File: src/scl_pkg.sv
`timescale 1ns / 1ps
// ----------------------------------------------------------------------------
// scl_pkg
// shared types and constants for the serial command line parser
// ----------------------------------------------------------------------------
package scl_pkg;

  localparam int unsigned LINE_LEN_DEF = 128;
  localparam int unsigned COUNT_W      = 8;
  localparam int unsigned VALUE_W      = 32;

  localparam logic [7:0] CHAR_CR    = 8'h0D;
  localparam logic [7:0] CHAR_LF    = 8'h0A;
  localparam logic [7:0] CHAR_S     = 8'h53;
  localparam logic [7:0] CHAR_T     = 8'h54;
  localparam logic [7:0] CHAR_PLUS  = 8'h2B;
  localparam logic [7:0] CHAR_MINUS = 8'h2D;
  localparam logic [7:0] CHAR_ZERO  = 8'h30;
  localparam logic [7:0] CHAR_NINE  = 8'h39;
  localparam logic [7:0] CHAR_SPACE = 8'h20;
  localparam logic [7:0] CHAR_TAB   = 8'h09;

  localparam logic [COUNT_W-1:0] MIN_LINE = COUNT_W'(2);

  localparam logic [VALUE_W-1:0] MAG_CAP  = {1'b1, {(VALUE_W-1){1'b0}}};
  localparam logic [VALUE_W-1:0] POS_MAX  = {1'b0, {(VALUE_W-1){1'b1}}};

  typedef enum logic [2:0] {
    PH_SKIP   = 3'b001,
    PH_DIGITS = 3'b010,
    PH_DONE   = 3'b100
  } phase_t;

  typedef enum logic [1:0] {
    ST_OK      = 2'd0,
    ST_SHORT   = 2'd1,
    ST_UNKNOWN = 2'd2
  } status_t;

  typedef struct packed {
    logic [7:0]         echo_byte;
    logic               line_end;
    status_t            status;
    logic [7:0]         command_letter;
    logic [VALUE_W-1:0] command_value;
  } scl_result_t;

endpackage

File: src/scl_parse.sv
`timescale 1ns / 1ps
// ----------------------------------------------------------------------------
// scl_parse
// line state and running decimal accumulator, one word per step
// ----------------------------------------------------------------------------
module scl_parse import scl_pkg::*; #(
  parameter int unsigned LINE_LEN = LINE_LEN_DEF
) (
  input  logic        clk,
  input  logic        rst,
  input  logic        step,
  input  logic [7:0]  rx_byte,
  output scl_result_t result
);

  logic [COUNT_W-1:0] byte_count, byte_count_next;
  logic [7:0]         first_byte, first_byte_next;
  phase_t             number_phase, number_phase_next;
  logic               negative_sign, negative_sign_next;
  logic [VALUE_W-1:0] magnitude, magnitude_next;

  logic               is_digit, is_space, line_end;
  logic [VALUE_W+2:0] prod;
  logic [VALUE_W-1:0] mag_digit;

  assign is_digit = rx_byte inside {[CHAR_ZERO:CHAR_NINE]};
  assign is_space = rx_byte inside {CHAR_SPACE, [CHAR_TAB:CHAR_CR]};

  assign prod = ({3'b000, magnitude} << 3) + ({3'b000, magnitude} << 1)
              + (VALUE_W+3)'(rx_byte - CHAR_ZERO);
  assign mag_digit = (prod > (VALUE_W+3)'(MAG_CAP)) ? MAG_CAP : prod[VALUE_W-1:0];

  always_comb begin
    first_byte_next    = first_byte;
    number_phase_next  = number_phase;
    negative_sign_next = negative_sign;
    magnitude_next     = magnitude;
    if (byte_count == '0) begin
      first_byte_next = rx_byte;
    end else begin
      case (number_phase)
        PH_SKIP: begin
          if (is_space) begin
            number_phase_next = PH_SKIP;
          end else if (rx_byte == CHAR_PLUS) begin
            number_phase_next = PH_DIGITS;
          end else if (rx_byte == CHAR_MINUS) begin
            negative_sign_next = 1'b1;
            number_phase_next  = PH_DIGITS;
          end else if (is_digit) begin
            magnitude_next    = mag_digit;
            number_phase_next = PH_DIGITS;
          end else begin
            number_phase_next = PH_DONE;
          end
        end
        PH_DIGITS: begin
          if (is_digit) begin
            magnitude_next = mag_digit;
          end else begin
            number_phase_next = PH_DONE;
          end
        end
        default: begin
          number_phase_next = number_phase;
        end
      endcase
    end
    byte_count_next = byte_count + COUNT_W'(1);
  end

  assign line_end = (rx_byte == CHAR_CR) || (rx_byte == CHAR_LF)
                 || (byte_count_next >= COUNT_W'(LINE_LEN));

  always_comb begin
    result                = '0;
    result.echo_byte      = rx_byte;
    result.line_end       = line_end;
    result.status         = ST_OK;
    if (line_end) begin
      if (byte_count_next < MIN_LINE) begin
        result.status = ST_SHORT;
      end else if (first_byte_next == CHAR_S || first_byte_next == CHAR_T) begin
        result.command_letter = first_byte_next;
        if (negative_sign_next) begin
          result.command_value = '0 - magnitude_next;
        end else if (magnitude_next >= MAG_CAP) begin
          result.command_value = POS_MAX;
        end else begin
          result.command_value = magnitude_next;
        end
      end else begin
        result.status         = ST_UNKNOWN;
        result.command_letter = first_byte_next;
      end
    end
  end

  always_ff @(posedge clk) begin
    if (rst) begin
      byte_count    <= '0;
      first_byte    <= '0;
      number_phase  <= PH_SKIP;
      negative_sign <= 1'b0;
      magnitude     <= '0;
    end else if (step) begin
      if (line_end) begin
        byte_count    <= '0;
        first_byte    <= '0;
        number_phase  <= PH_SKIP;
        negative_sign <= 1'b0;
        magnitude     <= '0;
      end else begin
        byte_count    <= byte_count_next;
        first_byte    <= first_byte_next;
        number_phase  <= number_phase_next;
        negative_sign <= negative_sign_next;
        magnitude     <= magnitude_next;
      end
    end
  end

endmodule

File: src/serial_command_line_parser.sv
`timescale 1ns / 1ps
// ----------------------------------------------------------------------------
// serial_command_line_parser
// echoes each word, parses a command letter and a decimal value per line
// an accepted word passes the input register, then the result register
// throughput: one word per cycle when not stalled, set by the accumulator update
// result register and input register advance together when not stalled
// reset: synchronous, clears line state and both valid flags
// ----------------------------------------------------------------------------
module serial_command_line_parser import scl_pkg::*; #(
  parameter int unsigned LINE_LEN = LINE_LEN_DEF
) (
  input  logic               clk,
  input  logic               rst,
  input  logic               rx_valid,
  output logic               rx_stall,
  input  logic [7:0]         rx_byte,
  output logic               res_valid,
  input  logic               res_stall,
  output logic [7:0]         echo_byte,
  output logic               line_end,
  output logic [1:0]         status,
  output logic [7:0]         command_letter,
  output logic [VALUE_W-1:0] command_value
);

  logic        advance;
  logic        in_valid;
  logic [7:0]  in_byte;
  scl_result_t parse_result;
  scl_result_t result;

  assign advance  = !(res_valid && res_stall);
  assign rx_stall = !advance;

  scl_parse #(
    .LINE_LEN(LINE_LEN)
  ) u_parse (
    .clk     (clk),
    .rst     (rst),
    .step    (advance && in_valid),
    .rx_byte (in_byte),
    .result  (parse_result)
  );

  always_ff @(posedge clk) begin
    if (rst) begin
      in_valid  <= 1'b0;
      res_valid <= 1'b0;
    end else if (advance) begin
      in_valid  <= rx_valid;
      res_valid <= in_valid;
    end
  end

  always_ff @(posedge clk) begin
    if (advance) begin
      in_byte <= rx_byte;
      if (in_valid) begin
        result <= parse_result;
      end
    end
  end

  assign echo_byte      = result.echo_byte;
  assign line_end       = result.line_end;
  assign status         = result.status;
  assign command_letter = result.command_letter;
  assign command_value  = result.command_value;

endmodule

File: config.mk
export PLATFORM = sky130hd
export DESIGN_NAME = serial_command_line_parser
export DESIGN_NICKNAME = d
export VERILOG_FILES = /design/src/scl_pkg.sv /design/src/scl_parse.sv /design/src/serial_command_line_parser.sv
export SDC_FILE = /design/constraint.sdc
export NUM_CORES = 1
export LEC_CHECK = 0
export BUFFER_PORTS_ARGS = -buffer_cell sky130_fd_sc_hd__buf_2
export CORE_MARGIN = 3
export CORE_UTILIZATION = 49
export CTS_BUF_LIST = sky130_fd_sc_hd__clkbuf_4
export DETAILED_ROUTE_END_ITERATION = 8
export PLACE_DENSITY = 0.66
export RECOVER_POWER = 50
export SLEW_MARGIN = 30
export SYNTH_ARGS = -nofsm -noshare
export SYNTH_HDL_FRONTEND = slang
export SYNTH_HIERARCHICAL = 1
export SYNTH_SLANG_ARGS = --single-unit
File: constraint.sdc
create_clock -name clk -period 7.3 [get_ports clk]
set_input_delay 0.73 -clock clk [delete_from_list [all_inputs] [get_ports clk]]
set_output_delay 0.73 -clock clk [all_outputs]
set_load 0.05 [all_outputs]
==> results.py, run 1 <==
metrics = {
    "sta": {
        "tightest_slew_ns": 3.20,
        "period_share_pct": 92.2,
        "fmax_ghz": 0.149,
        "hold_viol_final": 0,
        "tns_ns": 0,
        "drv_slew": 63,
        "clock_skew_ns": 0.0266,
        "min_period_ns": 6.73,
        "setup_viol": 0,
        "rsz0062_at_grt": "no",
        "worst_slew_margin_rel_pct": -113,
    },
    "critical_path": {
        "required_ns": 7.62,
        "critPathLaunchType": "flip-flop",
        "critPathMaxStageDelay_ns": 0.54,
        "crit_start": "in_byte[7]",
        "crit_slowest_cell": "edfxtp_1",
        "crit_path_cell_trace": "or2_2 -> nor2_2 -> buf_6 -> fa_1 -> ha_1 -> and4_1 -> nand4_1 -> o22ai_1 -> a2111oi_0 -> a2111oi_1 -> a2111oi_2 -> nand4b_1 -> nor4_4 -> o21a_1 -> a21o_1 -> a21oi_1 -> ha_1 -> o21ai_0 -> a21oi_1 -> and4_4 -> nand2_2 -> o31a_1 -> o211a_1",
        "end_kind": "flip-flop",
        "path_delay_family": "compound AO/OA/AOI/OAI gates",
        "critPathBufInv": 1,
        "critPathKind": "flip-flop to flip-flop",
        "critPathMaxFanout": 27,
        "r2r_start": "in_byte[7]",
        "arrival_ns": 7.06,
    },
    "route": {
        "routedWlPerCell_um": 20.3,
        "drt-pass1-iter-count": 8,
        "drt-initial-drc-count": 955,
        "viasPerCell": 6.51,
        "ant_nets": 0,
        "routed_wirelength_um": 28500,
        "vias": 9109,
        "drc": 0,
    },
    "cts": {
        "cts_sinks": 113,
        "path_clk_slew_ns": 0.12,
        "htree_levels": 4,
        "cts_tree": "yes",
        "numCtsBuffers": 17,
        "cts_buffer_depth": 2,
        "cts_root_buffer": "clkbuf_4",
        "clock_latency_ns": 0.55,
    },
    "global_routing": {
        "grt_first_pass_wirelength_um": 45700,
        "first_global_vias": 8565,
        "grt_max_degree": 63,
        "track_usage_pct": 26.5,
        "overflow": 0,
        "antenna_found_initial": 1,
    },
    "pwr": {
        "p_per_area_mw_per_mm2": 153,
        "p_leak_nw": 3.82,
        "ir_drop_v": 0.000123,
        "power.total_w": 0.00156,
    },
    "cells_and_area": {
        "area_delta_synth_final_pct": 7.85,
        "finalNetCount": 1210,
        "final_layout_size_suffix_gt1_share_pct": 9.14,
        "multi_input_area_mm2": 0.00625,
        "regArea_mm2": 0.00285,
        "n_fill_cell": 1812,
    },
    "worst_hold_path": {
        "hold_class": "primary input to flip-flop",
        "hp-start": "rx_byte[3]",
    },
    "run_status": {
        "status": "complete, but fails checks",
        "violations": "capacitance limit, slew limit",
    },
    "synth": {
        "synth_cell_type_count": 97,
        "yosysWarnings": 6,
        "ys_ff_latch": 113,
        "synth_edf_count": 59,
        "syn_inst": 1097,
        "synthArstFlopShare_pct": 0,
        "yosys-top-cells-area": "edfxtp_1 (19%), dfxtp_1 (11%), fa_1 (6.6%)",
        "postSynthAreaPerCell_um2": 8.62,
        "yosys_most_used_dff": "edfxtp_1",
        "synth-seq-area-share_pct": 30.2,
        "synth_top_cell_by_area": "edfxtp_1",
        "synth_area_mm2": 0.00946,
        "syn_nets": 1182,
        "synth_top_area_share_pct": 18.7,
    },
    "placed_design": {
        "place.gp.congestion": 0.935,
        "hpwlAfterDp_um": 21300,
        "port_buffers": 64,
    },
    "floorplan": {
        "die_area_mm2": 0.0210,
        "start_util_pct": 50.2,
        "core_mm2": 0.0188,
        "rows": 50,
        "die_h_um": 145,
        "io_pins": 65,
        "die_w_um": 145,
    },
    "job": {
        "maxCapViolCount": 1,
    },
}
[cell usage after synthesis (all sizes together), types with 7 or more instances]
cell type / number
a21o: 13
nor3: 31
a221oi: 13
nor4: 12
a22oi: 15
or2: 10
or3: 11
nand4: 15
o31a: 9
nand2b: 7
clkbuf: 41
nand3: 23
and3: 11
a22o: 19
o21a: 15
nor2: 92
xor2: 14
a211oi: 19
fa: 31
buf: 28
ha: 42
o211ai: 20
o21ai: 104
a21oi: 75
xnor2: 19
dfxtp: 54
a31oi: 9
o31ai: 12
inv: 18
o211a: 7
nand2: 129
and2: 11
edfxtp: 59
[cells in the final DEF, fill, tap and decap left out, drive strengths merged, types with 7 or more instances in the layout]
master and instances:
or2 10, a211oi 19, nand2 129, a22oi 15
inv 18, buf 24, a221oi 13, nand3 23
o31ai 12, nor4 12, xor2 14, a21oi 75
clkinv 7, or3 11, nand4 15, edfxtp 59
a31oi 9, o211ai 20, o211a 7, and2 11
nor3 31, xnor2 19, fa 31, a22o 19
a21o 13, and3 11, dfxtp 54, nand2b 7
o31a 9, clkbuf 74, o21a 15, ha 42
o21ai 104, nor2 92
[power breakdown]
| group | switching (W) | leakage (nW) | internal [W] |
|---|---|---|---|
| clock network | 0.000255 | 0.186 | 0.000315 |
| logic | 0.000208 | 2.62 | 0.0000792 |
| registers | 0.0000166 | 1.01 | 0.000687 |
[logic make-up (layout without fill, tap and decap cells)]
| family | count (synthesis) | count (layout) | share of synthesized area, % |
|---|---|---|---|
| multiplexers | 5 | 5 | 0.529 |
| other | 0 | 2 | 0 |
| flip-flops | 113 | 113 | 30.2 |
| AO/OA/AOI/OAI | 395 | 395 | 29.3 |
| buffers and inverters | 87 | 128 | 4.12 |
| adder cells (fa/ha/maj) | 73 | 73 | 12.1 |
| AND/OR/NAND/NOR | 391 | 391 | 20.7 |
| XOR/XNOR | 33 | 33 | 3.06 |
[layout make-up]
| type | count | share of cell area (%) |
|---|---|---|
| sequential | 113 | 28.0 |
| clock buffer | 20 | 1.47 |
| inverter | 18 | 0.663 |
| clock inverter | 12 | 1.87 |
| timing repair buffer | 78 | 3.52 |
| tap | 260 | 3.19 |
| antenna | 2 | 0.0491 |
| multi-input combinational | 897 | 61.3 |
[sequential cells by signal, summed over array words and instances (netlist names)]
signal and cells:
in_byte 8, res_valid 1, line_end 1, u_parse/negative_sign 1, status 2, command_value 32
u_parse/number_phase 3, echo_byte 8, command_letter 8, u_parse/byte_count 8, u_parse/first_byte 8, u_parse/magnitude 32
in_valid 1
[worst register-to-register path, stage by stage, from the launching register on]
cell and delay (ns):
edfxtp_1 0.54, or2_2 0.39, nor2_2 0.11, buf_6 0.29
fa_1 0.48, ha_1 0.50, and4_1 0.33, nand4_1 0.12
o22ai_1 0.29, a2111oi_0 0.14, a2111oi_1 0.54, a2111oi_2 0.13
nand4b_1 0.19, nor4_4 0.09, o21a_1 0.33, a21o_1 0.24
a21oi_1 0.25, ha_1 0.28, o21ai_0 0.12, a21oi_1 0.20
and4_4 0.34, nand2_2 0.10, o31a_1 0.31, o211a_1 0.20
[layer usage]
| metal | vias up | GRT usage (%) | part of all wire [%] |
|---|---|---|---|
| li1 | 4218 | - | - |
| met1 | 4390 | 34.4 | 41 |
| met2 | 430 | 44.3 | 48 |
| met3 | 71 | 4.84 | 8.3 |
| met4 | 0 | 10.2 | 3.2 |
| met5 | - | 0 | 0 |
[stage by stage]
stage	util [%]	std cells	setup slack (ns)	instance area [um^2]	hold WS [ns]
floorplan	-	1097	0.613	9460	0.451
global placement	52.6	1366	0.803	9900	0.474
detailed placement	52.6	1366	0.612	9900	0.483
CTS	54.4	1398	0.587	10200	0.318
global route	54.2	1400	0.0531	10200	0.322
finish	54.2	1400	0.568	10200	0.358
[final timing paths]
check | cells after the start | slack [ns] | to
worst max-delay path | 23 | 0.57 | command_value[20]
worst min-delay path | 1 | 0.36 | in_byte[3]
worst max register to register | 23 | 0.57 | command_value[20]
worst min register to register | 2 | 0.50 | res_valid
[repair_timing]
item	4_1_cts	5_1_grt
setup buffers	0	0
gates resized for setup	0	2
setup endpoints to repair	0	2
hold buffers	0	0
endpoints found under the hold margin	0	0
Power figures use the tool's default switching activity.
==> inputs of run 2 (changes only) <==
CORE_UTILIZATION = 25   (was 49)
GPL_TIMING_DRIVEN = 0   (was not set)
PLACE_DENSITY = 0.38   (was 0.66)
==> run 2 against run 1 <==
Net effect: the flow still finishes with violations (capacitance limit, slew limit); die area increased by 91%; clock power decreased by 15%; critical endpoint is now command_value[26]; cell area up 6.2%; sequential share of layout area down 1.6 points; via count down 0.93%; global-route usage shrank 9.4 points.
==> results.py, run 2 (same netlist as run 1, synthesis figures left out) <==
metrics = {
    "global_routing": {
        "first_global_vias": 8816,
        "met3_usage_pct": 2.63,
        "antenna_found_initial": 1,
        "busiest_layer": "met2",
        "grt_first_pass_wirelength_um": 54000,
        "grtUsageMet1_pct": 23.6,
        "met2_usage_pct": 28.5,
        "overflow": 0,
        "track_usage_pct": 17.1,
        "grt_max_degree": 38,
    },
    "cts": {
        "ctsHoldBuffers": 0,
        "cts_root_buffer": "clkbuf_4",
        "cts_sinks": 113,
        "path_clk_slew_ns": 0.12,
        "cts_buffer_depth": 2,
        "htree_levels": 4,
        "numCtsBuffers": 17,
        "clock_latency_ns": 0.59,
        "cts_tree": "yes",
    },
    "sta": {
        "rsz0062_at_grt": "no",
        "setup_viol": 0,
        "min_period_ns": 6.93,
        "worst_slew_margin_rel_pct": -38.6,
        "tightest_slew_ns": 2.08,
        "clock_skew_ns": 0.0291,
        "tns_ns": 0,
        "fmax_ghz": 0.144,
        "drv_slew": 38,
        "hold_viol_final": 0,
        "period_share_pct": 95.0,
    },
    "floorplan": {
        "die_h_um": 200,
        "die_area_mm2": 0.0402,
        "core_mm2": 0.0370,
        "die_w_um": 200,
        "io_pins": 65,
        "rows": 70,
        "start_util_pct": 25.6,
    },
    "placed_design": {
        "place.gp.congestion": 0.831,
        "port_buffers": 64,
        "hpwlAfterDp_um": 27800,
    },
    "critical_path": {
        "path_delay_family": "simple AND/OR/NAND/NOR gates",
        "r2r_start": "in_byte[6]",
        "critPathMaxFanout": 10,
        "critPathBufInv": 7,
        "r2r_slack_ns": 0.37,
        "arrival_ns": 7.30,
        "reg2reg_depth": 29,
        "critPathMaxStageDelay_ns": 0.57,
        "crit_slowest_cell": "or4bb_1",
        "rr_endpoint": "command_value[26]",
        "required_ns": 7.66,
        "critPathLaunchType": "flip-flop",
        "end_kind": "flip-flop",
        "critPathKind": "flip-flop to flip-flop",
    },
    "route": {
        "drt-initial-drc-count": 583,
        "ant_nets": 0,
        "drt-pass1-iter-count": 4,
        "drc": 0,
        "routed_wirelength_um": 34600,
        "routedWlPerCell_um": 20.3,
        "viasPerCell": 5.29,
        "vias": 9024,
    },
    "cells_and_area": {
        "finalNetCount": 1272,
        "final_layout_size_suffix_gt1_share_pct": 13.1,
        "utilization_pct": 29.3,
        "final_cell_mix": "nand2_1 (127), nor2_1 (89), o21ai_0 (88)",
        "area_delta_synth_final_pct": 14.6,
        "layout_commonest_cell": "nand2_1",
    },
    "run_status": {
        "status": "complete, but fails checks",
        "violations": "capacitance limit, slew limit",
    },
    "worst_hold_path": {
        "hold_class": "primary input to flip-flop",
        "holdPathEnd": "in_byte[4]",
        "hold_depth": 1,
        "hp-start": "rx_byte[4]",
    },
    "pwr": {
        "p_per_area_mw_per_mm2": 139,
        "p_leak_nw": 4.01,
        "ir_drop_v": 0.0000884,
    },
    "job": {
        "maxCapViolCount": 1,
    },
}
[run 2: metrics by stage]
stage	power, W	cell area (um^2)	setup slack, ns	hold slack [ns]	cells
finish	0.00150	10800	0.368	0.323	1705
global route	0.00158	10800	0.00684	0.263	1705
CTS	0.00153	10800	0.0349	0.265	1705
detailed placement	0.00103	10500	-0.608	0.481	1668
global placement	0.00102	10400	-1.56	0.471	1665
floorplan	0.000928	9460	0.613	0.451	1097
[run 2: layout make-up]
class                   instances  area (um^2)
fillers                      4078        26100
multi-input cells             897         6310
flip-flops and latches        113         2850
well taps                     504          631
repair buffers                 73          370
plain buffers                  67          318
clock inverters                15          158
clock buffers                  17          128
inverters                      18         67.6
diodes                          1         2.50
[run 2: report_power, final]
part	internal [W]	switching (W)	leakage (nW)	total, W
Combinational	0.0000905	0.000223	2.84	0.000314
Clock	0.000206	0.000280	0.149	0.000486
Sequential	0.000687	0.0000142	1.01	0.000701
Total	0.000983	0.000518	4.01	0.00150
[run 2: worst max-delay path by stage]
stage                     from           endpoint  slack (ns)  depth (start not counted)
floorplan           in_byte[7]  command_value[20]        0.61                         25
global placement    in_byte[7]  command_value[30]       -1.56                         26
detailed placement  in_byte[7]  command_value[14]       -0.61                         26
CTS                 in_byte[7]  command_value[14]        0.03                         28
global route        in_byte[6]  command_value[18]       0.007                         28
finish              in_byte[6]  command_value[26]        0.37                         29
[run 2: routing by layer]
layer	up-vias	part of all wire (%)
met5	-	0
met1	4419	47
met4	0	1.2
met2	219	47
li1	4362	-
met3	24	4.1
[run 2: repair_timing]
action	in CTS	in global routing
gates cloned	0	0
gates resized for setup	3	19
buffers inserted	5	1
endpoints found under the setup margin	13	13
pin swaps	2	1
[run 2: worst reg2reg max path, delay by kind of cell, from the launching register on]
family	cells	cell delay [ns]
simple gates	8	2.07
xor+xnor	2	0.48
compound gates	9	1.62
fa+ha+maj	3	0.96
buf+inv	7	1.23
flops	1	0.39
